### config.mk
export PLATFORM = sky130hd
export DESIGN_NAME = bilinear_bayer_demosaic_core
export DESIGN_NICKNAME = d
export VERILOG_FILES = /design/src/rtl/bbd_pkg.sv /design/src/rtl/bbd_ram.sv /design/src/rtl/bbd_interp.sv /design/src/rtl/bilinear_bayer_demosaic_core.sv
export SDC_FILE = /design/constraint.sdc
export NUM_CORES = 1
export LEC_CHECK = 0
export BUFFER_PORTS_ARGS = -buffer_cell sky130_fd_sc_hd__buf_2
export CAP_MARGIN = 20
export CORE_MARGIN = 2
export CORE_UTILIZATION = 46
export DETAILED_ROUTE_END_ITERATION = 7
export GPL_TIMING_DRIVEN = 0
export PLACE_DENSITY_LB_ADDON = 0.12
export REMOVE_ABC_BUFFERS = 1
export SETUP_SLACK_MARGIN = 0.2
export SLEW_MARGIN = 20
export SYNTH_ARGS = -nofsm -noshare
export SYNTH_HDL_FRONTEND = slang
export SYNTH_SLANG_ARGS = --single-unit
export TNS_END_PERCENT = 5
### constraint.sdc
create_clock -name clk -period 6.7 [get_ports clk]
set_clock_uncertainty 0.1 [all_clocks]
set_input_delay 0.67 -clock clk [delete_from_list [all_inputs] [get_ports clk]]
set_output_delay 0.67 -clock clk [all_outputs]
set_load 0.1 [all_outputs]
### src/rtl/bbd_pkg.sv
// ----------------------------------------------------------------------------
// bbd_pkg
// Shared constants and types of the bilinear Bayer demosaic core: frame
// geometry, sample width, the 3x3 window and the border flags of a pixel.
// ----------------------------------------------------------------------------
package bbd_pkg;

  // frame geometry and sample width
  localparam int IMAGE_SIZE  = 32;
  localparam int SAMPLE_BITS = 8;

  // counter widths: the input row also counts the drain rows below the frame
  localparam int COL_W = $clog2(IMAGE_SIZE);
  localparam int ROW_W = $clog2(IMAGE_SIZE + 2);

  // line memory word: the two rows above the incoming sample
  localparam int LINE_W = 2 * SAMPLE_BITS;

  typedef logic [SAMPLE_BITS-1:0] sample_t;

  // 3x3 neighbourhood, indexed [row][column], row 0 on top, column 2 newest
  typedef sample_t [2:0][2:0] window_t;

  // where the centre pixel lies within the frame and the Bayer pattern
  typedef struct packed {
    logic top;
    logic bottom;
    logic left;
    logic right;
    logic odd_row;
    logic odd_col;
  } border_t;

  typedef struct packed {
    sample_t red;
    sample_t green;
    sample_t blue;
    logic    row_end;
    logic    frame_end;
  } pixel_t;

endpackage

### src/rtl/bbd_ram.sv
// ----------------------------------------------------------------------------
// bbd_ram
// Generic single-clock RAM with one write port and one read port; the read
// data is registered and holds while no read is issued.
// ----------------------------------------------------------------------------
module bbd_ram #(
  parameter int WIDTH = 8,
  parameter int DEPTH = 32,
  localparam int ADDR_W = (DEPTH > 1) ? $clog2(DEPTH) : 1
) (
  input  logic              clk,
  input  logic              we,
  input  logic [ADDR_W-1:0] waddr,
  input  logic [WIDTH-1:0]  wdata,
  input  logic              re,
  input  logic [ADDR_W-1:0] raddr,
  output logic [WIDTH-1:0]  rdata
);

  logic [WIDTH-1:0] mem [DEPTH];

  // write port
  always_ff @(posedge clk) begin
    if (we) begin
      mem[waddr] <= wdata;
    end
  end

  // registered read port
  always_ff @(posedge clk) begin
    if (re) begin
      rdata <= mem[raddr];
    end
  end

endmodule

### src/rtl/bbd_interp.sv
// ----------------------------------------------------------------------------
// bbd_interp
// Bilinear interpolation of one GBRG pixel from its 3x3 window: own channel
// passed through, missing channels as truncated averages, with neighbours
// outside the frame read as zero.
// ----------------------------------------------------------------------------
module bbd_interp (
  input  bbd_pkg::window_t win,
  input  bbd_pkg::border_t bdr,
  output bbd_pkg::sample_t red,
  output bbd_pkg::sample_t green,
  output bbd_pkg::sample_t blue
);

  localparam int SW = bbd_pkg::SAMPLE_BITS;

  bbd_pkg::sample_t self_s, up_s, dn_s, lf_s, rt_s, ul_s, ur_s, dl_s, dr_s;
  logic [SW+1:0]    edge_sum, diag_sum;
  logic [SW:0]      horiz_sum, vert_sum;
  bbd_pkg::sample_t edge_avg, diag_avg, horiz_avg, vert_avg;

  // neighbours with the frame border masked to zero
  always_comb begin
    self_s = win[1][1];
    up_s   = bdr.top    ? '0 : win[0][1];
    dn_s   = bdr.bottom ? '0 : win[2][1];
    lf_s   = bdr.left   ? '0 : win[1][0];
    rt_s   = bdr.right  ? '0 : win[1][2];
    ul_s   = (bdr.top    || bdr.left)  ? '0 : win[0][0];
    ur_s   = (bdr.top    || bdr.right) ? '0 : win[0][2];
    dl_s   = (bdr.bottom || bdr.left)  ? '0 : win[2][0];
    dr_s   = (bdr.bottom || bdr.right) ? '0 : win[2][2];
  end

  // sums and truncating averages
  always_comb begin
    edge_sum  = (SW+2)'(up_s) + (SW+2)'(dn_s) + (SW+2)'(lf_s) + (SW+2)'(rt_s);
    diag_sum  = (SW+2)'(ul_s) + (SW+2)'(ur_s) + (SW+2)'(dl_s) + (SW+2)'(dr_s);
    horiz_sum = (SW+1)'(lf_s) + (SW+1)'(rt_s);
    vert_sum  = (SW+1)'(up_s) + (SW+1)'(dn_s);
    edge_avg  = edge_sum[SW+1:2];
    diag_avg  = diag_sum[SW+1:2];
    horiz_avg = horiz_sum[SW:1];
    vert_avg  = vert_sum[SW:1];
  end

  // channel selection by site type
  always_comb begin
    unique case ({bdr.odd_row, bdr.odd_col})
      2'b00: begin
        // green on a blue row
        green = self_s;
        blue  = horiz_avg;
        red   = vert_avg;
      end
      2'b11: begin
        // green on a red row
        green = self_s;
        red   = horiz_avg;
        blue  = vert_avg;
      end
      2'b01: begin
        // blue site
        blue  = self_s;
        green = edge_avg;
        red   = diag_avg;
      end
      default: begin
        // red site
        red   = self_s;
        green = edge_avg;
        blue  = diag_avg;
      end
    endcase
  end

endmodule

### src/rtl/bilinear_bayer_demosaic_core.sv
// ----------------------------------------------------------------------------
// bilinear_bayer_demosaic_core
// Bilinear demosaic of a square GBRG Bayer frame streamed in raster order,
// one raw sample per word, giving one RGB pixel per word in raster order.
// ----------------------------------------------------------------------------
// Takes one sample per clock and gives one pixel per clock while no stall
// holds the flow. A line memory of IMAGE_SIZE words, each holding the two
// rows above the incoming column, is read when a sample is taken and written
// back when that sample moves on, so every sample costs exactly one read and
// one write of that memory; a 3x3 window of registers follows it. Pixel k is
// released by sample k+IMAGE_SIZE+1 and reaches the output through the
// memory stage, the window stage and the output word. After the last sample
// of a frame the input is stalled while the last pixels drain; the next
// frame can follow straight after. No clearing after reset is needed. A
// two-word output buffer keeps the input flowing while a pixel waits.
// ----------------------------------------------------------------------------
module bilinear_bayer_demosaic_core (
  input  logic                    clk,
  input  logic                    rst_n,
  input  logic                    in_valid,
  output logic                    in_stall,
  input  logic [7:0]              in_sample,
  output logic                    out_valid,
  input  logic                    out_stall,
  output logic [7:0]              out_red,
  output logic [7:0]              out_green,
  output logic [7:0]              out_blue,
  output logic                    out_row_end,
  output logic                    out_frame_end
);

  localparam int N     = bbd_pkg::IMAGE_SIZE;
  localparam int COL_W = bbd_pkg::COL_W;
  localparam int ROW_W = bbd_pkg::ROW_W;
  localparam int SW    = bbd_pkg::SAMPLE_BITS;

  localparam logic [COL_W-1:0] COL_LAST  = COL_W'(N - 1);
  localparam logic [ROW_W-1:0] ROW_LAST  = ROW_W'(N - 1);
  localparam logic [ROW_W-1:0] ROW_DRAIN = ROW_W'(N + 1);
  localparam logic [COL_W-1:0] EROW_LAST = COL_W'(N - 1);

  // source side
  logic             flush_r, flush_nxt;
  logic [ROW_W-1:0] in_row_r, in_row_nxt;
  logic [COL_W-1:0] in_col_r, in_col_nxt;
  logic             en, in_take, src_fire, src_emit;
  bbd_pkg::sample_t src_sample;

  // memory stage
  logic                      valid_b_r, emit_b_r;
  bbd_pkg::sample_t          samp_b_r;
  logic [COL_W-1:0]          col_b_r;
  logic [bbd_pkg::LINE_W-1:0] line_rd, line_wr;

  // window stage
  bbd_pkg::window_t win_r;
  logic             valid_c_r, emit_c_r;
  logic [COL_W-1:0] emit_row_r, emit_col_r;
  bbd_pkg::border_t bdr;
  bbd_pkg::sample_t pix_red, pix_green, pix_blue;
  bbd_pkg::pixel_t  pix;
  logic             push;

  // output buffer
  bbd_pkg::pixel_t out_r, skid_r;
  logic            out_valid_r, skid_valid_r;
  logic            take;

  // flow control: the whole pipeline moves unless the skid word is occupied
  assign en       = !skid_valid_r;
  assign in_stall = skid_valid_r || flush_r;
  assign in_take  = in_valid && !in_stall;
  assign src_fire = in_take || (flush_r && en);
  assign src_sample = flush_r ? '0 : SW'(in_sample);

  // a sample releases a pixel once the window below and right of it is in
  assign src_emit = (in_row_r >= ROW_W'(2)) ||
                    ((in_row_r == ROW_W'(1)) && (in_col_r != '0));

  // input position, running on into the drain rows after the last sample
  always_comb begin
    flush_nxt  = flush_r;
    in_row_nxt = in_row_r;
    in_col_nxt = in_col_r;
    if (src_fire) begin
      if (flush_r && (in_row_r == ROW_DRAIN)) begin
        flush_nxt  = 1'b0;
        in_row_nxt = '0;
        in_col_nxt = '0;
      end else if (in_col_r == COL_LAST) begin
        in_col_nxt = '0;
        in_row_nxt = in_row_r + ROW_W'(1);
        if (in_row_r == ROW_LAST) begin
          flush_nxt = 1'b1;
        end
      end else begin
        in_col_nxt = in_col_r + COL_W'(1);
      end
    end
  end

  always_ff @(posedge clk) begin
    if (!rst_n) begin
      flush_r  <= 1'b0;
      in_row_r <= '0;
      in_col_r <= '0;
    end else begin
      flush_r  <= flush_nxt;
      in_row_r <= in_row_nxt;
      in_col_r <= in_col_nxt;
    end
  end

  // line memory: read the column as the sample enters, write back as it leaves the memory stage
  assign line_wr = {line_rd[SW-1:0], samp_b_r};

  bbd_ram #(
    .WIDTH (bbd_pkg::LINE_W),
    .DEPTH (N)
  ) u_line_ram (
    .clk   (clk),
    .we    (en && valid_b_r),
    .waddr (col_b_r),
    .wdata (line_wr),
    .re    (src_fire),
    .raddr (in_col_r),
    .rdata (line_rd)
  );

  // memory stage registers
  always_ff @(posedge clk) begin
    if (!rst_n) begin
      valid_b_r <= 1'b0;
      emit_b_r  <= 1'b0;
    end else if (en) begin
      valid_b_r <= src_fire;
      emit_b_r  <= src_emit;
    end
  end

  always_ff @(posedge clk) begin
    if (src_fire) begin
      samp_b_r <= src_sample;
      col_b_r  <= in_col_r;
    end
  end

  // window shift: the newest column enters on the right
  always_ff @(posedge clk) begin
    if (!rst_n) begin
      win_r     <= '0;
      valid_c_r <= 1'b0;
      emit_c_r  <= 1'b0;
    end else if (en) begin
      valid_c_r <= valid_b_r;
      emit_c_r  <= emit_b_r;
      if (valid_b_r) begin
        for (int r = 0; r < 3; r++) begin
          win_r[r][0] <= win_r[r][1];
          win_r[r][1] <= win_r[r][2];
        end
        win_r[0][2] <= line_rd[2*SW-1:SW];
        win_r[1][2] <= line_rd[SW-1:0];
        win_r[2][2] <= samp_b_r;
      end
    end
  end

  // border flags of the centre pixel
  always_comb begin
    bdr.top     = (emit_row_r == '0);
    bdr.bottom  = (emit_row_r == EROW_LAST);
    bdr.left    = (emit_col_r == '0);
    bdr.right   = (emit_col_r == COL_LAST);
    bdr.odd_row = emit_row_r[0];
    bdr.odd_col = emit_col_r[0];
  end

  bbd_interp u_interp (
    .win   (win_r),
    .bdr   (bdr),
    .red   (pix_red),
    .green (pix_green),
    .blue  (pix_blue)
  );

  // pixel word: red, green, blue, row end, frame end
  assign pix  = {pix_red, pix_green, pix_blue, bdr.right, bdr.right && bdr.bottom};
  assign push = en && valid_c_r && emit_c_r;

  // position of the next pixel out
  always_ff @(posedge clk) begin
    if (!rst_n) begin
      emit_row_r <= '0;
      emit_col_r <= '0;
    end else if (push) begin
      if (emit_col_r == COL_LAST) begin
        emit_col_r <= '0;
        emit_row_r <= (emit_row_r == EROW_LAST) ? '0 : emit_row_r + COL_W'(1);
      end else begin
        emit_col_r <= emit_col_r + COL_W'(1);
      end
    end
  end

  // output word and skid word
  assign take = out_valid_r && !out_stall;

  always_ff @(posedge clk) begin
    if (!rst_n) begin
      out_valid_r  <= 1'b0;
      skid_valid_r <= 1'b0;
    end else begin
      priority if (skid_valid_r) begin
        if (take) begin
          out_valid_r  <= 1'b1;
          skid_valid_r <= 1'b0;
        end
      end else if (push) begin
        if (!out_valid_r || take) begin
          out_valid_r <= 1'b1;
        end else begin
          skid_valid_r <= 1'b1;
        end
      end else if (take) begin
        out_valid_r <= 1'b0;
      end
    end
  end

  always_ff @(posedge clk) begin
    priority if (skid_valid_r) begin
      if (take) begin
        out_r <= skid_r;
      end
    end else if (push) begin
      if (!out_valid_r || take) begin
        out_r <= pix;
      end else begin
        skid_r <= pix;
      end
    end
  end

  assign out_valid     = out_valid_r;
  assign out_red       = out_r.red;
  assign out_green     = out_r.green;
  assign out_blue      = out_r.blue;
  assign out_row_end   = out_r.row_end;
  assign out_frame_end = out_r.frame_end;

endmodule
==> metrics.log <==
INFO  metric cts-buffers-inserted = 73
INFO  metric cp_max_fo = 21
INFO  metric avgViaCountPerCell = 5.53
INFO  metric max_capacitance_violation_count = 0
INFO  metric die_w = 257 um
INFO  metric power_leakage = about 11 nW
INFO  metric number_of_buffer_and_inverter_stages_on_the_critical_path = 3
INFO  metric crit_path_end_kind = flop
INFO  metric number_of_synthesized_flops_with_an_enable_pin = 593
INFO  metric grt_setup_unrepaired = false
INFO  metric timing.final.crit_period = between 6 and 7 ns
INFO  metric core_area = approximately 63,000 um^2
INFO  metric critPathRequiredTime = 6.96 ns
INFO  metric row_count = 92
INFO  metric yosysSeqAreaShare = 67.3%
INFO  metric timing.max_slew.rel_slack = 26.8%
INFO  metric detailed_route_via_count = 15,400
INFO  metric clkLatencyLatePin = roughly 0.62 ns
INFO  metric first_pass_iters = 6
INFO  metric cts_tree = yes
INFO  metric hpwlAfterDp = 39,100 um
INFO  metric floorplan.initialDensity = 46.6%
INFO  metric worst-r2r-setup-slack = around 0.65 ns
INFO  metric cts.sink_count = between 600 and 700
INFO  metric synth_top_area_share = 60.5%
INFO  metric status = finished, final reports clean
INFO  metric kind_of_cell_adding_the_most_delay_to_the_critical_path = adder cells
INFO  metric fp.dieArea = about 66,000 um^2
INFO  metric multi_input_comb_area = 9240 um^2
INFO  metric power.share.sequential = between 50 and 60%
INFO  metric syn-cell-area = 29,400 um^2
INFO  metric place_congestion = 0.859
INFO  metric p_clk_share = 42.1%
INFO  metric grtUsageTotal = about a fifth
INFO  metric fin_cells = 2,787
INFO  metric switching_share = 21.6%
INFO  metric drc_errors = 0
INFO  metric netlist_top_cells_area = sky130_fd_sc_hd__edfxtp_1 (60%), sky130_fd_sc_hd__mux4_2 (12%), sky130_fd_sc_hd__dfxtp_1 (6.8%), sky130_fd_sc_hd__nand2_1 (2.7%), sky130_fd_sc_hd__ha_1 (2.3%)
INFO  metric finish.instance_area = 33,500 um^2
INFO  metric syn-instance-count = approximately 1,800
INFO  metric die_h = 257 um
INFO  metric post_route_cells_drive_above_1_share = a little over a fifth
INFO  metric wire_per_inst = 23.2 um
INFO  metric htreeDepth = 3
INFO  metric cts_root_buf = sky130_fd_sc_hd__clkbuf_16
INFO  metric synthMostInstantiatedCell = sky130_fd_sc_hd__edfxtp_1
INFO  metric report.power.total = 9.13 mW
INFO  metric hold-worst-slack = 0.244 ns
INFO  metric intPower = slightly above 7 mW
INFO  metric worst-setup-path-type = reg2reg
INFO  metric slew_violations = 0
INFO  metric area_delta_synth_final = 13.7%
INFO  metric drtIter0Drc = roughly 1,400
INFO  metric grt_overflow = 0
INFO  metric category_of_the_worst_setup_path_launch_point = flop
INFO  metric hp-class = in2reg
INFO  metric asyncSetResetFlopFracSynth = 0%
INFO  metric yosys_warnings = 0
INFO  metric cts-resized-gates = 0
INFO  metric antenna_left = 0
INFO  metric routed_wl = about 65,000 um
INFO  metric grt_first_pass_wirelength = 97,700 um
INFO  metric port_buffers = 39
INFO  metric timing.final.crit_share = 90.4%
INFO  metric post_cts.repair.setup_buffers = 0
INFO  metric first_global_vias = around 16,000
INFO  metric clk_path_buf_depth = 3
INFO  metric combPwrFrac = 5.3%
INFO  metric final-setup-viol-count = 0
INFO  metric n_antenna_cell = 0
INFO  metric placedCellCount = 2,639
INFO  metric nets = 1,967
INFO  metric worstPathCellList = ha_1 -> and3_2 -> ha_2 -> nor2_1 -> and2_1 -> ha_1 -> inv_1 -> fa_1 -> inv_1 -> a21oi_1 -> o21ai_0 -> a21o_1 -> a21o_1 -> xnor2_1 -> fa_1 -> inv_1 -> ha_1 -> or3_1 -> o21bai_1 -> a31oi_1 -> o21ai_0 -> o32a_1 -> mux2_2
INFO  metric achievable-frequency = around 170 MHz
INFO  metric seqCellArea = 19,800 um^2
INFO  metric worst_setup_hold_path_clk_slew = 0.06 ns
INFO  metric cts.hold.buffers_added = 0
INFO  metric nFillCells = 5,118
INFO  metric least_margin_pin_slew = 1.10 ns
INFO  metric critPathMaxStageDelay = 0.50 ns
INFO  metric synth_area_leader_cell = sky130_fd_sc_hd__edfxtp_1
INFO  metric power_density_over_the_cells = 273 nW/um^2
INFO  metric synth_cell_type_count = 68
INFO  metric net-switching-power = 1.97 mW
INFO  metric grt_start_max_net_pins = 93
INFO  metric critPathSlowestCell = sky130_fd_sc_hd__fa_1
INFO  metric max-vdd-ir-drop = 0.263 mV
INFO  metric synth-seq-cells = approximately 690
INFO  metric hold_viol_final = 0
INFO  metric antenna_found_initial = 0
INFO  metric worstPathArrival = approximately 6.3 ns
INFO  metric syn-mean-instance-area = 16.1 um^2
INFO  metric num_io_pins = 40
INFO  metric placed_area = a little over 30,000 um^2
INFO  metric synth.cells.most_frequent = sky130_fd_sc_hd__edfxtp_1 (593), sky130_fd_sc_hd__nand2_1 (210), sky130_fd_sc_hd__mux4_2 (160)
INFO  metric layout.core_utilization = around 53%
INFO  metric ys.flop_type = sky130_fd_sc_hd__edfxtp_1
## cell families (layout without fill, tap and decap cells)
kind of cell    count (synthesis)  count (layout)  share of synthesized area [%]
mux                           199             199                           13.7
xor+xnor                       29              29                          0.863
buf+inv                       168             285                           2.27
fa+ha+maj                      74              74                           3.63
flops                         693             693                           67.3
compound gates                230             230                           5.54
simple gates                  431             431                           6.67
## routing by layer
metal	up-vias	track usage [%]	share of wire [%]
li1	7091	-	-
met1	7869	24.3	40
met2	327	35.1	52
met3	124	3.49	4.1
met4	0	7.64	3.8
met5	-	0	0
## flip-flops by register name, summed over array words and instances (netlist names), 6 cells and up
register	flops
out_blue	8
samp_b_r	8
skid_r	26
out_green	8
u_line_ram.rdata	16
u_line_ram.mem	512
in_row_r	6
win_r	72
out_red	8
## metrics by stage
stage / TNS (ns) / setup WS [ns]
2_1_floorplan: -8.57 / -0.486
3_3_place_gp: -594.31 / -3.32
3_5_place_dp: 0 / 0.239
4_1_cts: 0 / 0.239
5_1_grt: 0 / 0.203
6_report: 0 / 0.646
## power by group through the flow
stage,combinational [mW],clock (mW),sequential [mW]
floorplan,0.311,0,4.92
global placement,0.431,0,4.99
detailed placement,0.447,0,4.92
CTS,0.449,3.94,4.83
global route,0.521,4.12,4.81
finish,0.485,3.85,4.80
## cell usage in the layout, fill, tap and decap left out, types with 4 or more instances in the layout
cell	instances
sky130_fd_sc_hd__a211oi_1	4
sky130_fd_sc_hd__or3_1	6
sky130_fd_sc_hd__xnor2_1	16
sky130_fd_sc_hd__fa_1	19
sky130_fd_sc_hd__and3_1	4
sky130_fd_sc_hd__nand2b_1	12
sky130_fd_sc_hd__nor2_1	53
sky130_fd_sc_hd__a2bb2oi_1	4
sky130_fd_sc_hd__clkbuf_1	24
sky130_fd_sc_hd__nand2_1	209
sky130_fd_sc_hd__dfxtp_4	4
sky130_fd_sc_hd__and2_1	23
sky130_fd_sc_hd__dfxtp_1	94
sky130_fd_sc_hd__inv_1	79
sky130_fd_sc_hd__buf_2	39
sky130_fd_sc_hd__ha_1	54
sky130_fd_sc_hd__a31oi_1	10
sky130_fd_sc_hd__nor2_4	31
sky130_fd_sc_hd__clkbuf_16	75
sky130_fd_sc_hd__a21oi_1	33
sky130_fd_sc_hd__xor2_1	13
sky130_fd_sc_hd__o31ai_1	7
sky130_fd_sc_hd__clkinv_1	16
sky130_fd_sc_hd__nand3b_1	6
sky130_fd_sc_hd__buf_8	14
sky130_fd_sc_hd__o21ai_0	29
sky130_fd_sc_hd__edfxtp_1	593
sky130_fd_sc_hd__buf_12	7
sky130_fd_sc_hd__buf_16	8
sky130_fd_sc_hd__nor2b_1	34
sky130_fd_sc_hd__o21a_1	7
sky130_fd_sc_hd__clkinv_2	11
sky130_fd_sc_hd__a21o_1	14
sky130_fd_sc_hd__nor3_1	12
sky130_fd_sc_hd__a221o_1	6
sky130_fd_sc_hd__mux4_2	160
sky130_fd_sc_hd__a21boi_0	84
sky130_fd_sc_hd__mux2_2	36
sky130_fd_sc_hd__nand3_1	15
## worst paths after layout
path	startpoint	to	depth (start not counted)
worst min register to register	win_r[3]	win_r[3]	2
worst max-delay path	emit_col_r[0]	out_red[7]	23
worst min-delay path	in_sample[3]	samp_b_r[3]	2
worst max register to register	emit_col_r[0]	out_red[7]	23
## layout make-up
| cell class | instances | share of cell area [%] |
|---|---|---|
| inverter | 80 | 0.901 |
| sequential | 693 | 59.2 |
| timing repair buffer | 70 | 2.34 |
| multi-input combinational | 963 | 27.6 |
| clock inverter | 36 | 0.890 |
| tap | 846 | 3.16 |
| clock buffer | 99 | 5.88 |
Note: power is estimated with default switching activity, not from simulation.
